$ cat src/rtl/assert_macros.svh
// Assertion macros shared by the invoice record parser modules.
// Depends on nothing; the bodies are empty when SYNTHESIS is defined.
`ifndef ASSERT_MACROS_SVH
`define ASSERT_MACROS_SVH
`ifndef SYNTHESIS
// A property that must hold at every clock edge outside reset.
`define IRP_ASSERT(label, clk, rst_n, expr) \
    label: assert property (@(posedge clk) disable iff (!rst_n) (expr)) \
        else $error("assertion failed");
// A condition that must be followed by another in the same cycle.
`define IRP_ASSERT_IMPL(label, clk, rst_n, ante, cons) \
    label: assert property (@(posedge clk) disable iff (!rst_n) (ante) |-> (cons)) \
        else $error("assertion failed");
// A condition that must be followed by another in the next cycle.
`define IRP_ASSERT_NEXT(label, clk, rst_n, ante, cons) \
    label: assert property (@(posedge clk) disable iff (!rst_n) (ante) |=> (cons)) \
        else $error("assertion failed");
`else
`define IRP_ASSERT(label, clk, rst_n, expr)
`define IRP_ASSERT_IMPL(label, clk, rst_n, ante, cons)
`define IRP_ASSERT_NEXT(label, clk, rst_n, ante, cons)
`endif
`endif

$ cat src/rtl/irp_pkg.sv
// Types, codes and defaults of the invoice record parser.
// Used by every module of the block; depends on nothing.
package irp_pkg;

    // Default field sizes, the hard cap on the address length and the queue depth.
    localparam int ID_BYTES_DEF    = 20;
    localparam int NONCE_BYTES_DEF = 16;
    localparam int SIG_BYTES_DEF   = 64;
    localparam int ADDR_CAP_DEF    = 1023;
    localparam int QUEUE_DEPTH_DEF = 4;

    // Configuration port.
    localparam int CFG_INDEX_W = 4;
    localparam int CFG_DATA_W  = 10;
    localparam logic [CFG_INDEX_W-1:0] CFG_ADDRESS_LIMIT = 4'd0;
    localparam logic [CFG_INDEX_W-1:0] CFG_MEMO_LIMIT    = 4'd1;
    localparam logic [9:0] ADDRESS_LIMIT_RESET = 10'd128;
    localparam logic [7:0] MEMO_LIMIT_RESET    = 8'd255;

    // Field codes of payload results.
    localparam logic [2:0] FC_ADDRESS  = 3'd0;
    localparam logic [2:0] FC_MERCHANT = 3'd1;
    localparam logic [2:0] FC_NONCE    = 3'd2;
    localparam logic [2:0] FC_MEMO     = 3'd3;
    localparam logic [2:0] FC_SIG      = 3'd4;

    // Status codes; ST_OK also means no error recorded.
    localparam logic [1:0] ST_OK        = 2'd0;
    localparam logic [1:0] ST_TRUNCATED = 2'd1;
    localparam logic [1:0] ST_ADDR_LONG = 2'd2;
    localparam logic [1:0] ST_MEMO_LONG = 2'd3;

    // Result kinds.
    localparam logic KIND_PAYLOAD = 1'b0;
    localparam logic KIND_STATUS  = 1'b1;

    typedef struct packed {
        logic [7:0] data_byte;
        logic       final_byte;
    } item_t;

    typedef struct packed {
        logic        kind;
        logic [2:0]  field_code;
        logic [9:0]  byte_offset;
        logic [7:0]  byte_value;
        logic [1:0]  status;
        logic [7:0]  version_out;
        logic [7:0]  network_out;
        logic [63:0] amount_out;
        logic [31:0] time_out;
        logic [15:0] expiry_out;
        logic [15:0] address_length;
        logic [7:0]  memo_length;
    } result_t;

    // One queue entry: the payload and/or status results caused by one byte.
    typedef struct packed {
        logic        has_payload;
        logic        has_status;
        logic [2:0]  field_code;
        logic [9:0]  byte_offset;
        logic [7:0]  byte_value;
        logic [1:0]  status;
        logic [7:0]  version;
        logic [7:0]  network;
        logic [63:0] amount;
        logic [31:0] timestamp;
        logic [15:0] expiry;
        logic [15:0] addr_size;
        logic [7:0]  memo_size;
    } entry_t;

    typedef struct packed {
        logic                   valid;
        logic [CFG_INDEX_W-1:0] index;
        logic [CFG_DATA_W-1:0]  data;
    } cfg_write_t;

endpackage

$ cat src/rtl/invoice_record_parser_unit.sv
// Top level of the invoice record parser: front end, entry queue and back end.
// Depends on irp_pkg, irp_front, irp_queue and irp_back.
//
//   channel   direction   handshake               payload
//   in        in          in_valid / in_ready     in_data   (irp_pkg::item_t)
//   out       out         out_valid / out_ready   out_data  (irp_pkg::result_t)
//   cfg       in          cfg_valid / cfg_ready   cfg_index, cfg_data
//
// One byte is taken per cycle while the queue has room; the front end does the
// whole field step for it in that cycle. A byte that yields a payload and a status
// result puts both on the result channel, so the sustained rate is set by the back
// end's single output register: one result per cycle while out_ready is high.
// in_ready drops only while the entry queue is full. Reset clears the parse state
// and restores the limits to 128 and 255; no clearing pass. cfg_ready is always high.
module invoice_record_parser_unit #(
    parameter int ID_BYTES    = irp_pkg::ID_BYTES_DEF,
    parameter int NONCE_BYTES = irp_pkg::NONCE_BYTES_DEF,
    parameter int SIG_BYTES   = irp_pkg::SIG_BYTES_DEF,
    parameter int ADDR_CAP    = irp_pkg::ADDR_CAP_DEF,
    parameter int QUEUE_DEPTH = irp_pkg::QUEUE_DEPTH_DEF
) (
    input  logic                              clk,
    input  logic                              rst_n,
    input  logic                              in_valid,
    output logic                              in_ready,
    input  irp_pkg::item_t                    in_data,
    output logic                              out_valid,
    input  logic                              out_ready,
    output irp_pkg::result_t                  out_data,
    input  logic                              cfg_valid,
    output logic                              cfg_ready,
    input  logic [irp_pkg::CFG_INDEX_W-1:0]   cfg_index,
    input  logic [irp_pkg::CFG_DATA_W-1:0]    cfg_data
);

    irp_pkg::cfg_write_t cfg_write;
    logic                push_valid, push_ready;
    irp_pkg::entry_t     push_data;
    logic                pop_valid, pop_ready;
    irp_pkg::entry_t     pop_data;

    assign cfg_ready       = 1'b1;
    assign cfg_write.valid = cfg_valid && cfg_ready;
    assign cfg_write.index = cfg_index;
    assign cfg_write.data  = cfg_data;

    irp_front #(
        .ID_BYTES    (ID_BYTES),
        .NONCE_BYTES (NONCE_BYTES),
        .SIG_BYTES   (SIG_BYTES),
        .ADDR_CAP    (ADDR_CAP)
    ) u_front (
        .clk        (clk),
        .rst_n      (rst_n),
        .cfg_write  (cfg_write),
        .in_valid   (in_valid),
        .in_ready   (in_ready),
        .in_data    (in_data),
        .push_valid (push_valid),
        .push_ready (push_ready),
        .push_data  (push_data)
    );

    irp_queue #(
        .DEPTH (QUEUE_DEPTH)
    ) u_queue (
        .clk        (clk),
        .rst_n      (rst_n),
        .push_valid (push_valid),
        .push_ready (push_ready),
        .push_data  (push_data),
        .pop_valid  (pop_valid),
        .pop_ready  (pop_ready),
        .pop_data   (pop_data)
    );

    irp_back u_back (
        .clk       (clk),
        .rst_n     (rst_n),
        .pop_valid (pop_valid),
        .pop_ready (pop_ready),
        .pop_data  (pop_data),
        .out_valid (out_valid),
        .out_ready (out_ready),
        .out_data  (out_data)
    );

endmodule

$ cat src/rtl/irp_front.sv
// Front end of the invoice record parser: walks the record fields byte by byte,
// holds the limits and the assembled numbers, and builds queue entries. Uses irp_pkg.
`include "assert_macros.svh"
module irp_front #(
    parameter int ID_BYTES    = irp_pkg::ID_BYTES_DEF,
    parameter int NONCE_BYTES = irp_pkg::NONCE_BYTES_DEF,
    parameter int SIG_BYTES   = irp_pkg::SIG_BYTES_DEF,
    parameter int ADDR_CAP    = irp_pkg::ADDR_CAP_DEF
) (
    input  logic                clk,
    input  logic                rst_n,
    input  irp_pkg::cfg_write_t cfg_write,
    input  logic                in_valid,
    output logic                in_ready,
    input  irp_pkg::item_t      in_data,
    output logic                push_valid,
    input  logic                push_ready,
    output irp_pkg::entry_t     push_data
);

    localparam int MAX_A     = (ADDR_CAP > 255) ? ADDR_CAP : 255;
    localparam int MAX_B     = (ID_BYTES > NONCE_BYTES) ? ID_BYTES : NONCE_BYTES;
    localparam int MAX_C     = (MAX_B > SIG_BYTES) ? MAX_B : SIG_BYTES;
    localparam int MAX_FIELD = (MAX_A > MAX_C) ? MAX_A : MAX_C;
    localparam int CNT_W     = $clog2(MAX_FIELD + 1);

    typedef enum logic [3:0] {
        PH_VER, PH_NET, PH_AMT, PH_ALEN, PH_ADDR, PH_ID, PH_NONCE,
        PH_TIME, PH_EXP, PH_MLEN, PH_MEMO, PH_SIG, PH_DONE, PH_ERR
    } phase_t;

    phase_t             phase_reg, phase_next;
    logic [CNT_W-1:0]   field_count_reg, field_count_next;
    logic [15:0]        addr_size_reg, addr_size_next;
    logic [7:0]         memo_size_reg, memo_size_next;
    logic [7:0]         version_reg, version_next;
    logic [7:0]         network_reg, network_next;
    logic [63:0]        amount_reg, amount_next;
    logic [31:0]        time_reg, time_next;
    logic [15:0]        expiry_reg, expiry_next;
    logic [1:0]         error_reg, error_next;
    logic [9:0]         address_limit_reg;
    logic [7:0]         memo_limit_reg;

    logic               accept;
    logic [7:0]         b;
    logic [CNT_W-1:0]   cnt_inc;
    logic [16:0]        cnt_ext;
    logic [15:0]        limit_eff;
    logic [15:0]        limit_ext;
    logic [15:0]        cap_ext;
    irp_pkg::entry_t    entry;

    assign in_ready  = push_ready;
    assign accept    = in_valid && in_ready;
    assign b         = in_data.data_byte;
    assign cnt_inc   = field_count_reg + 1'b1;
    assign cnt_ext   = 17'(cnt_inc);
    assign limit_ext = 16'(address_limit_reg);
    assign cap_ext   = 16'(ADDR_CAP);
    assign limit_eff = (limit_ext < cap_ext) ? limit_ext : cap_ext;

    always_comb
    begin
        phase_next       = phase_reg;
        field_count_next = field_count_reg;
        addr_size_next   = addr_size_reg;
        memo_size_next   = memo_size_reg;
        version_next     = version_reg;
        network_next     = network_reg;
        amount_next      = amount_reg;
        time_next        = time_reg;
        expiry_next      = expiry_reg;
        error_next       = error_reg;
        entry            = '0;

        if (accept)
        begin
            unique case (phase_reg)
                PH_VER:
                begin
                    version_next = b;
                    phase_next   = PH_NET;
                end
                PH_NET:
                begin
                    network_next = b;
                    phase_next   = PH_AMT;
                end
                PH_AMT:
                begin
                    amount_next = amount_reg | (64'(b) << {field_count_reg[2:0], 3'b000});
                    field_count_next = cnt_inc;
                    if (field_count_reg[2:0] == 3'd7)
                    begin
                        phase_next       = PH_ALEN;
                        field_count_next = '0;
                    end
                end
                PH_ALEN:
                begin
                    addr_size_next = addr_size_reg | (16'(b) << {field_count_reg[0], 3'b000});
                    field_count_next = cnt_inc;
                    if (field_count_reg[0])
                    begin
                        field_count_next = '0;
                        if (addr_size_next > limit_eff)
                        begin
                            error_next = irp_pkg::ST_ADDR_LONG;
                            phase_next = PH_ERR;
                        end
                        else if (addr_size_next == 16'd0)
                            phase_next = PH_ID;
                        else
                            phase_next = PH_ADDR;
                    end
                end
                PH_TIME:
                begin
                    time_next = time_reg | (32'(b) << {field_count_reg[1:0], 3'b000});
                    field_count_next = cnt_inc;
                    if (field_count_reg[1:0] == 2'd3)
                    begin
                        phase_next       = PH_EXP;
                        field_count_next = '0;
                    end
                end
                PH_EXP:
                begin
                    expiry_next = expiry_reg | (16'(b) << {field_count_reg[0], 3'b000});
                    field_count_next = cnt_inc;
                    if (field_count_reg[0])
                    begin
                        phase_next       = PH_MLEN;
                        field_count_next = '0;
                    end
                end
                PH_MLEN:
                begin
                    memo_size_next = b;
                    if (b > memo_limit_reg)
                    begin
                        error_next = irp_pkg::ST_MEMO_LONG;
                        phase_next = PH_ERR;
                    end
                    else if (b == 8'd0)
                        phase_next = PH_SIG;
                    else
                        phase_next = PH_MEMO;
                end
                PH_ADDR, PH_ID, PH_NONCE, PH_MEMO, PH_SIG:
                begin
                    // Byte fields: pass the byte on and leave when the field is full.
                    entry.has_payload = 1'b1;
                    entry.byte_offset = 10'(field_count_reg);
                    entry.byte_value  = b;
                    field_count_next  = cnt_inc;
                    unique case (phase_reg)
                        PH_ADDR:
                        begin
                            entry.field_code = irp_pkg::FC_ADDRESS;
                            if (cnt_ext >= {1'b0, addr_size_reg})
                                phase_next = PH_ID;
                        end
                        PH_ID:
                        begin
                            entry.field_code = irp_pkg::FC_MERCHANT;
                            if (cnt_ext >= 17'(ID_BYTES))
                                phase_next = PH_NONCE;
                        end
                        PH_NONCE:
                        begin
                            entry.field_code = irp_pkg::FC_NONCE;
                            if (cnt_ext >= 17'(NONCE_BYTES))
                                phase_next = PH_TIME;
                        end
                        PH_MEMO:
                        begin
                            entry.field_code = irp_pkg::FC_MEMO;
                            if (cnt_ext >= {9'd0, memo_size_reg})
                                phase_next = PH_SIG;
                        end
                        default:
                        begin
                            entry.field_code = irp_pkg::FC_SIG;
                            if (cnt_ext >= 17'(SIG_BYTES))
                                phase_next = PH_DONE;
                        end
                    endcase
                    if (phase_next != phase_reg)
                        field_count_next = '0;
                end
                PH_DONE, PH_ERR:
                begin
                end
                default:
                begin
                end
            endcase

            if (in_data.final_byte)
            begin
                entry.has_status = 1'b1;
                if (error_next != irp_pkg::ST_OK)
                    entry.status = error_next;
                else if (phase_next == PH_DONE)
                    entry.status = irp_pkg::ST_OK;
                else
                    entry.status = irp_pkg::ST_TRUNCATED;
                entry.version   = version_next;
                entry.network   = network_next;
                entry.amount    = amount_next;
                entry.timestamp = time_next;
                entry.expiry    = expiry_next;
                entry.addr_size = addr_size_next;
                entry.memo_size = memo_size_next;

                // The record ends here: start over for the next one.
                phase_next       = PH_VER;
                field_count_next = '0;
                addr_size_next   = '0;
                memo_size_next   = '0;
                version_next     = '0;
                network_next     = '0;
                amount_next      = '0;
                time_next        = '0;
                expiry_next      = '0;
                error_next       = irp_pkg::ST_OK;
            end
        end
    end

    assign push_valid = accept && (entry.has_payload || entry.has_status);
    assign push_data  = entry;

    always_ff @(posedge clk or negedge rst_n)
    begin
        if (!rst_n)
        begin
            phase_reg         <= PH_VER;
            field_count_reg   <= '0;
            addr_size_reg     <= '0;
            memo_size_reg     <= '0;
            version_reg       <= '0;
            network_reg       <= '0;
            amount_reg        <= '0;
            time_reg          <= '0;
            expiry_reg        <= '0;
            error_reg         <= irp_pkg::ST_OK;
            address_limit_reg <= irp_pkg::ADDRESS_LIMIT_RESET;
            memo_limit_reg    <= irp_pkg::MEMO_LIMIT_RESET;
        end
        else
        begin
            phase_reg       <= phase_next;
            field_count_reg <= field_count_next;
            addr_size_reg   <= addr_size_next;
            memo_size_reg   <= memo_size_next;
            version_reg     <= version_next;
            network_reg     <= network_next;
            amount_reg      <= amount_next;
            time_reg        <= time_next;
            expiry_reg      <= expiry_next;
            error_reg       <= error_next;
            if (cfg_write.valid && cfg_write.index == irp_pkg::CFG_ADDRESS_LIMIT)
                address_limit_reg <= cfg_write.data[9:0];
            if (cfg_write.valid && cfg_write.index == irp_pkg::CFG_MEMO_LIMIT)
                memo_limit_reg <= cfg_write.data[7:0];
        end
    end

    // An error is recorded exactly while the rest of the record is being skipped.
    `IRP_ASSERT(a_error_phase, clk, rst_n, (error_reg != irp_pkg::ST_OK) == (phase_reg == PH_ERR))
    `IRP_ASSERT_IMPL(a_ver_count, clk, rst_n, phase_reg == PH_VER, field_count_reg == '0)

endmodule

$ cat src/rtl/irp_queue.sv
// Short entry queue between the parser front end and the result back end.
// Flip-flop storage, head read combinationally. Uses irp_pkg.
`include "assert_macros.svh"
module irp_queue #(
    parameter int DEPTH = irp_pkg::QUEUE_DEPTH_DEF
) (
    input  logic            clk,
    input  logic            rst_n,
    input  logic            push_valid,
    output logic            push_ready,
    input  irp_pkg::entry_t push_data,
    output logic            pop_valid,
    input  logic            pop_ready,
    output irp_pkg::entry_t pop_data
);

    localparam int PTR_W   = $clog2(DEPTH);
    localparam int COUNT_W = $clog2(DEPTH + 1);

    irp_pkg::entry_t    store_reg [DEPTH];
    logic [PTR_W-1:0]   wr_ptr_reg, wr_ptr_next;
    logic [PTR_W-1:0]   rd_ptr_reg, rd_ptr_next;
    logic [COUNT_W-1:0] count_reg, count_next;
    logic               push, pop;

    assign push_ready = (count_reg != COUNT_W'(DEPTH));
    assign pop_valid  = (count_reg != '0);
    assign pop_data   = store_reg[rd_ptr_reg];
    assign push       = push_valid && push_ready;
    assign pop        = pop_valid && pop_ready;

    always_comb
    begin
        wr_ptr_next = wr_ptr_reg;
        rd_ptr_next = rd_ptr_reg;
        count_next  = count_reg;
        if (push)
            wr_ptr_next = (wr_ptr_reg == PTR_W'(DEPTH - 1)) ? '0 : wr_ptr_reg + 1'b1;
        if (pop)
            rd_ptr_next = (rd_ptr_reg == PTR_W'(DEPTH - 1)) ? '0 : rd_ptr_reg + 1'b1;
        if (push && !pop)
            count_next = count_reg + 1'b1;
        else if (pop && !push)
            count_next = count_reg - 1'b1;
    end

    always_ff @(posedge clk or negedge rst_n)
    begin
        if (!rst_n)
        begin
            wr_ptr_reg <= '0;
            rd_ptr_reg <= '0;
            count_reg  <= '0;
        end
        else
        begin
            wr_ptr_reg <= wr_ptr_next;
            rd_ptr_reg <= rd_ptr_next;
            count_reg  <= count_next;
        end
    end

    always_ff @(posedge clk)
    begin
        if (push)
            store_reg[wr_ptr_reg] <= push_data;
    end

    `IRP_ASSERT_NEXT(a_fill_grows, clk, rst_n, push && !pop, count_reg == $past(count_reg) + 1'b1)

endmodule

$ cat src/rtl/irp_back.sv
// Back end of the invoice record parser: takes one entry at a time from the queue
// and presents its payload and status results in order. Uses irp_pkg.
`include "assert_macros.svh"
module irp_back (
    input  logic             clk,
    input  logic             rst_n,
    input  logic             pop_valid,
    output logic             pop_ready,
    input  irp_pkg::entry_t  pop_data,
    output logic             out_valid,
    input  logic             out_ready,
    output irp_pkg::result_t out_data
);

    irp_pkg::entry_t entry_reg;
    logic            pend_pay_reg, pend_pay_next;
    logic            pend_stat_reg, pend_stat_next;
    logic            busy, take, last, load;

    assign busy      = pend_pay_reg || pend_stat_reg;
    assign out_valid = busy;
    assign take      = out_valid && out_ready;
    // The payload result goes first; the entry is finished once nothing is left after it.
    assign last      = !(pend_pay_reg && pend_stat_reg);
    assign load      = !busy || (take && last);
    assign pop_ready = load;

    always_comb
    begin
        pend_pay_next  = pend_pay_reg;
        pend_stat_next = pend_stat_reg;
        if (load)
        begin
            pend_pay_next  = pop_valid && pop_data.has_payload;
            pend_stat_next = pop_valid && pop_data.has_status;
        end
        else if (take)
            pend_pay_next = 1'b0;
    end

    always_comb
    begin
        out_data = '0;
        if (pend_pay_reg)
        begin
            out_data.kind        = irp_pkg::KIND_PAYLOAD;
            out_data.field_code  = entry_reg.field_code;
            out_data.byte_offset = entry_reg.byte_offset;
            out_data.byte_value  = entry_reg.byte_value;
        end
        else
        begin
            out_data.kind           = irp_pkg::KIND_STATUS;
            out_data.status         = entry_reg.status;
            out_data.version_out    = entry_reg.version;
            out_data.network_out    = entry_reg.network;
            out_data.amount_out     = entry_reg.amount;
            out_data.time_out       = entry_reg.timestamp;
            out_data.expiry_out     = entry_reg.expiry;
            out_data.address_length = entry_reg.addr_size;
            out_data.memo_length    = entry_reg.memo_size;
        end
    end

    always_ff @(posedge clk or negedge rst_n)
    begin
        if (!rst_n)
        begin
            pend_pay_reg  <= 1'b0;
            pend_stat_reg <= 1'b0;
        end
        else
        begin
            pend_pay_reg  <= pend_pay_next;
            pend_stat_reg <= pend_stat_next;
        end
    end

    always_ff @(posedge clk)
    begin
        if (load && pop_valid)
            entry_reg <= pop_data;
    end

    `IRP_ASSERT_NEXT(a_idle_loads, clk, rst_n, !busy && pop_valid, busy)

endmodule

$ cat config.mk
export PLATFORM = sky130hd
export DESIGN_NAME = invoice_record_parser_unit
export DESIGN_NICKNAME = d
export VERILOG_FILES = /design/src/rtl/irp_pkg.sv /design/src/rtl/invoice_record_parser_unit.sv /design/src/rtl/irp_front.sv /design/src/rtl/irp_queue.sv /design/src/rtl/irp_back.sv
export VERILOG_INCLUDE_DIRS = /design/src /design/src/rtl
export SDC_FILE = /design/constraint.sdc
export NUM_CORES = 1
export LEC_CHECK = 0
export BUFFER_PORTS_ARGS = -buffer_cell sky130_fd_sc_hd__buf_4
export CORE_ASPECT_RATIO = 1.1
export CORE_MARGIN = 1.5
export CORE_UTILIZATION = 34
export DETAILED_ROUTE_END_ITERATION = 6
export PLACE_DENSITY = 0.52
export SLEW_MARGIN = 5
export SYNTH_ARGS = -nofsm -noshare
export SYNTH_HDL_FRONTEND = slang
export SYNTH_SLANG_ARGS = --single-unit
$ cat constraint.sdc
create_clock -name clk -period 12.7 [get_ports clk]
set_clock_uncertainty 0.05 [all_clocks]
set_input_delay 0.635 -clock clk [delete_from_list [all_inputs] [get_ports clk]]
set_output_delay 0.635 -clock clk [all_outputs]
set_load 0.005 [all_outputs]
# After elaboration in Yosys (flattened, before gate mapping)
# Memories as Yosys holds them, arrays and structs flattened.
# Cells that the tools add are included.
[word_totals]
reg_bits = 370
ram_bits = 708
input_bits = 28
output_inout_bits = 179
word_cells = 165
n_memories = 1
[mem_list]
columns = ["memory", "depth", "width", "read_ports", "rd_ports_with_merged_regs", "write_ports", "line", "text"]
rows = [
  ["u_queue.store_reg", 4, 177, 1, 0, 1, "irp_queue.sv:20", "irp_pkg::entry_t store_reg [DEPTH];"],
]
[op_classes]
add_sub_neg = 5
order_cmp = 8
n_eq_ne = 19
shift = 3
n_mux = 65
n_bitwise = 4
reduce_logical = 32
[ops]
columns = ["operator", "n"]
rows = [
  ["154-bit 2-to-1 mux", 2],
  ["177-bit 2-to-1 mux", 1],
  ["64-bit 2-to-1 mux", 2],
  ["16-bit 2-to-1 mux", 4],
  ["32-bit 2-to-1 mux", 2],
  ["64-bit bitwise OR", 1],
  ["8-bit by 6-bit << shifter with 64-bit output", 1],
  ["10-bit 2-to-1 mux", 6],
  ["4-bit 2-to-1 mux", 15],
  ["8-bit 2-to-1 mux", 6],
  ["21-bit 2-to-1 mux", 2],
  ["10-bit case mux with 4 select lines", 1],
  ["16-bit bitwise OR", 2],
  ["32-bit bitwise OR", 1],
  ["4-bit case mux with 8 select lines", 1],
  ["8-bit by 5-bit << shifter with 32-bit output", 1],
  ["4-bit equality test (second input constant)", 5],
  ["10-bit by 5-bit greater-or-equal comparator with 1-bit output (second input constant)", 2],
  ["4-bit by 3-bit equality test with 1-bit output (second input constant)", 4],
  ["10-bit by 16-bit greater-or-equal comparator with 1-bit output", 1],
  ["16-bit greater-than comparator", 1],
  ["16-bit logical NOT", 1],
  ["2-bit 2-to-1 mux", 8],
  ["4-bit case mux with 4 select lines", 1],
  ["30 further kinds", 65],
]

# Depth between registers and ports, before layout
[logic_depth]
word_depth = 20
depth_mapped = 14
depth_no_buf = 13

# Hierarchy
# A second synthesis with hierarchy kept.
[hier_totals]
hier_cells = 2744
hier_area_um2 = 43449.2
[modules_own_cells]
columns = ["mod", "n_inst", "cells_each", "area_per_inst_um2", "seq_area_each_um2"]
rows = [
  ["irp_queue", 1, 962, 25952.4, 21435.6],
  ["irp_front", 1, 1397, 10923.0, 4665.7],
  ["irp_back", 1, 383, 6562.5, 5305.1],
  ["invoice_record_parser_unit", 1, 2, 11.3, 0.0],
]

# Worst setup path after synthesis
# Ideal clock, no wire load.
[synth_path]
path_kind = "input -> register"
from = "input port in_valid"
to = "memory u_queue.store_reg[0][0] (netlist name), enable pin"
setup_ps = 739
t_arrival_ps = 9095
required_time_ps = 11911
path_slack_ps = 2816
path_stages = 6
n_path_buf = 1
path_cell_list = "and2_1 > clkbuf_1 > nand2_1 > clkinv_1 > nor2_1 > nor2b_1"
[synth_between]
elab_chain_cells = 7
[synth_lines]
columns = ["element", "line", "text"]
rows = [
  ["start, declared", "invoice_record_parser_unit.sv:24", "input logic in_valid,"],
  ["1-bit logical AND *", "irp_front.sv:55", "assign accept = in_valid && in_ready;"],
  ["177-bit 2-to-1 mux", "irp_front.sv:77", "if (accept)"],
  ["1-bit logical OR", "irp_front.sv:233", "assign push_valid = accept && (entry.has_payload || entry.has_status);"],
  ["1-bit logical AND *", "irp_front.sv:233", ""],
  ["1-bit logical AND *", "irp_queue.sv:29", "assign push = push_valid && push_ready;"],
  ["1-bit 2-to-1 mux *", "irp_queue.sv:65", "if (push)"],
  ["1-bit 2-to-1 mux (implied by the code) *", "irp_queue.sv:66", "store_reg[wr_ptr_reg] <= push_data;"],
  ["end, declared", "irp_queue.sv:20", ""],
]
# Every way passes the cells marked *; elsewhere a longest branch is shown, timed or not.

# Worst setup path after layout
[layout_path]
from = "register u_queue.count_reg[0]"
to = "memory u_queue.store_reg[1][63] (netlist name), enable pin"
[layout_between]
elab_chain_cells = 8
[layout_lines]
columns = ["element", "line", "text"]
rows = [
  ["start, declared", "irp_queue.sv:23", "logic [COUNT_W-1:0] count_reg, count_next;"],
  ["start signal, assigned", "irp_queue.sv:59", "count_reg <= count_next;"],
  ["3-bit != test *", "irp_queue.sv:26", "assign push_ready = (count_reg != COUNT_W'(DEPTH));"],
  ["1-bit logical AND", "irp_front.sv:55", ""],
  ["177-bit 2-to-1 mux", "irp_front.sv:77", ""],
  ["1-bit logical OR", "irp_front.sv:233", ""],
  ["1-bit logical AND", "irp_front.sv:233", ""],
  ["1-bit logical AND *", "irp_queue.sv:29", ""],
  ["1-bit 2-to-1 mux *", "irp_queue.sv:65", ""],
  ["1-bit 2-to-1 mux (implied by the code) *", "irp_queue.sv:66", ""],
]
# Marked as above.

==> impl_metrics.csv <==
group,metric,value,unit
grt,overflow,0,
yosys,synth_compound_area_share,5.95,%
yosys,synth_top_area_cell,"edfxtp_1",
setup_path,crit_top_cell,"nor2_1",
power_and_ir_drop,power.static_leakage,0.0178,uW
timing,worstMarginPinSlew,1.82,ns
yosys,ys_seq_area_share,72.5,%
hold_path,hold_class,"in2reg",
setup_path,rr_worst_depth,8,
yosys,synth_area,43300,um^2
setup_path,crit_arrival,5.71,ns
drt,via_per_inst,5.16,
setup_path,worstPathCellList,"nor2_1 -> nand2_1 -> and2_1 -> nand2_4 -> inv_6 -> nor2_1 -> nor2b_4 -> buf_12",
grt,grtUsageMet2,29.0,%
setup_path,path_class,"reg2reg",
cts,cts_buffer_depth,3,
grt,grt_pass1_wl,166000,um
grt,grt_most_used_layer,"met2",
setup_path,critPathMaxStageDelay,0.73,ns
floorplanning,initial_core_util,34.2,%
grt,antenna_found_initial,9,
timing,hold_viol,0,
cts,path_clk_slew,0.07,ns
drt,drt-total-wl,112000,um
setup_path,cp-start-kind,"flip-flop",
setup_path,path_buf_inv,2,
cells_and_area,antenna_cells,0,
cells_and_area,largest_reg_flops,708,
power_and_ir_drop,netSwitchingPower,3350,uW
yosys,synthTopCellsByArea,"edfxtp_1 (61%), dfrtp_1 (11%), mux4_2 (9.2%)",
grt,grt_use_met1,23.2,%
yosys,yosysWarnings,0,
drt,dr.pass1.iters,6,
grt,grt_pass1_vias,25365,
floorplanning,core,127000,um^2
timing,fin_crit_sh,42.9,%
drt,wl_per_cell,23.8,um
place,place_congestion,0.863,
yosys,ys_seq_elements,1078,
floorplanning,io_pins,207,
hold_path,min_path_cells,3,
timing,maxSlewViolCount,89,
floorplanning,die-area,130000,um^2
cts,cts_tree,"done",
timing,grt_setup_unrepaired,"no",
cells_and_area,syn2layout_area_growth,15.8,%
yosys,muxShareOfSynthArea,9.46,%
yosys,synth-async-reset-ratio,18.1,%
cts,clkLatencyLatePin,0.72,ns
floorplanning,die_h,377,um
drt,vias,24303,
cells_and_area,postLayoutCoreUtil,39.6,%
cts,clock-sinks,1078,
cells_and_area,layout_commonest_cell,"edfxtp_1",
power_and_ir_drop,power.share.clock,28.3,%
setup_path,cp_max_fo,155,
timing,setup_viol,0,
timing,fin_tns_setup,0,ns
cells_and_area,drive_gt1_share,20.6,%
cts,postCtsSetupBuffers,0,
cells_and_area,finalNetCount,3019,
power_and_ir_drop,swShare,30.1,%
setup_path,path_delay_family,"simple AND/OR/NAND/NOR gates",
drt,drc,0,
power_and_ir_drop,p_per_area,222,nW/um^2
setup_path,cp.depth,8,
cells_and_area,mostFrequentLayoutCells,"edfxtp_1 (883), a21oi_1 (302), nor2_1 (301)",
power_and_ir_drop,combPwrFrac,26.8,%
yosys,synth-xor-area-share,0.202,%
setup_path,slowest_stage,"nor2b_4",
yosys,synth_top_family_by_area,"multiplexers",
yosys,synthFlopType,"edfxtp_1",
timing,clock.fmax,0.183,GHz
cts,root_buffer,"clkbuf_16",
yosys,synth_cell_type_count,67,
yosys,synthSimpleGateAreaFrac,8.43,%
flow_run,maxCapViolations,0,
grt,met3_usage,2.44,%
setup_path,critPathRequiredTime,12.95,ns
status,violations,"slew limit",
yosys,synth_edf_count,883,
cells_and_area,nFillCells,11570,
drt,dr.first_iter.drc_count,2185,
grt,grt_start_max_net_pins,156,
setup_path,r2r_slack,7.25,ns
yosys,avgSynthCellArea,15.6,um^2
floorplanning,die_w,343,um
timing,slew_headroom,-21.6,%
power_and_ir_drop,p_int,7780,uW
place,dp_hpwl,66900,um
grt,grt_use_total,17.3,%
power_and_ir_drop,ir_worst_vdd,0.000168,V
floorplanning,rows,137,
yosys,synth.top_cell.area_share,61.2,%
status,outcome,"finished, violations left",
timing,period_minus_slack,5.45,ns
power_and_ir_drop,p_seq_share,45.0,%
cts,htree_levels,3,
yosys,syn-num-nets,2849,
place,io_buffers,205,
yosys,synthAdderAreaFrac,1.37,%
yosys,syn_inst,2774,
setup_path,crit_path_end_kind,"flip-flop",
drt,antenna_left,0,
cts,cts_buffers,110,
[worst reg2reg max path, cell delays in order (launching register included)]
cell and delay (ns):
dfrtp_1 0.46, nor2_1 0.09, nand2_1 0.12, and2_1 0.56, nand2_4 0.62, inv_6 0.68, nor2_1 0.44, nor2b_4 0.74
buf_12 0.46
[path summary, 6_finish.rpt]
check,from,end
setup reg to reg,u_queue.count_reg[0]$_DFFE_PN0P_,u_queue.store_reg[1][63]$_DFFE_PP_
hold reg to reg,u_front.amount_reg[16]$_DFFE_PN0P_,u_front.amount_reg[16]$_DFFE_PN0P_
setup / recovery,u_queue.count_reg[0]$_DFFE_PN0P_,u_queue.store_reg[1][63]$_DFFE_PP_
min in group asynchronous,rst_n,u_front.amount_reg[44]$_DFFE_PN0P_
hold / removal,cfg_data[6],u_front.address_limit_reg[6]$_DFFE_PN0P_
max in group asynchronous,rst_n,u_queue.rd_ptr_reg[0]$_DFFE_PN0P_
[power groups by stage]
stage          Combinational [uW]  Sequential (uW)  Clock, uW
2_1_floorplan                1820             4980          0
3_3_place_gp                 3040             5060          0
3_5_place_dp                 3060             5080          0
4_1_cts                      3080             5020       3230
5_1_grt                      3260             5070       3350
6_report                     2980             5000       3140
[stage by stage]
| stage | hold slack, ns | worst slack, ns | instance area, um^2 | total power [uW] | instances |
|---|---|---|---|---|---|
| 6_report | 0.0964 | 7.25 | 50200 | 11100 | 4709 |
| 3_5_place_dp | 0.422 | 7.47 | 46700 | 8140 | 4499 |
| 3_3_place_gp | 0.411 | 7.57 | 46700 | 8100 | 4499 |
| 2_1_floorplan | 0.289 | 2.82 | 43300 | 6800 | 2774 |
| 5_1_grt | 0.0766 | 7.19 | 50200 | 11700 | 4709 |
| 4_1_cts | 0.0398 | 7.46 | 50200 | 11300 | 4709 |
[cell families after synthesis]
group / count (synthesis)
xor+xnor: 10
compound gates: 457
fa+ha+maj: 47
mux: 187
other cells: 1
simple gates: 756
flops: 1078
buf+inv: 238
[layout make-up]
cell class	instances	area, um^2	share of cell area (%)
Inverter	55	219	0.436
Sequential cell	1078	31400	62.6
Tap cell	1668	2090	4.16
Multi-Input combinational cell	1458	11100	22.1
Timing Repair Buffer	241	1870	3.72
Clock inverter	43	365	0.728
Clock buffer	166	3160	6.29
[routing by layer]
metal / share of wire (%) / up-vias
met5: 0.012 / -
met4: 2.4 / 2
met3: 4.7 / 153
met2: 49 / 658
met1: 44 / 12776
li1: - / 10714
[cell usage after synthesis, drive strengths merged (3+ instances only)]
master / count
and3: 19
edfxtp: 883
ha: 46
o41ai: 3
and2: 58
buf: 59
nand2b: 10
or3: 3
a32oi: 5
clkbuf: 124
o31ai: 5
xnor2: 5
a21o: 9
a211o: 3
nand2: 123
a32o: 3
dfstp: 9
a21boi: 25
a22o: 3
nand4: 7
o211ai: 3
o22ai: 8
nor3: 17
o21ai: 59
nor2: 303
mux4: 177
a21oi: 302
o21a: 4
or2: 10
a221oi: 3
a31oi: 4
dfrtp: 186
mux2: 10
nand3: 18
nor4: 7
inv: 53
nor2b: 178
xor2: 5
[repair_timing]
item,in CTS,in global routing
endpoints found under the setup margin,0,0
hold buffers,1,0
endpoints found under the hold margin,86,0
gates resized for setup,0,0
(Power assumes the default switching activity.)
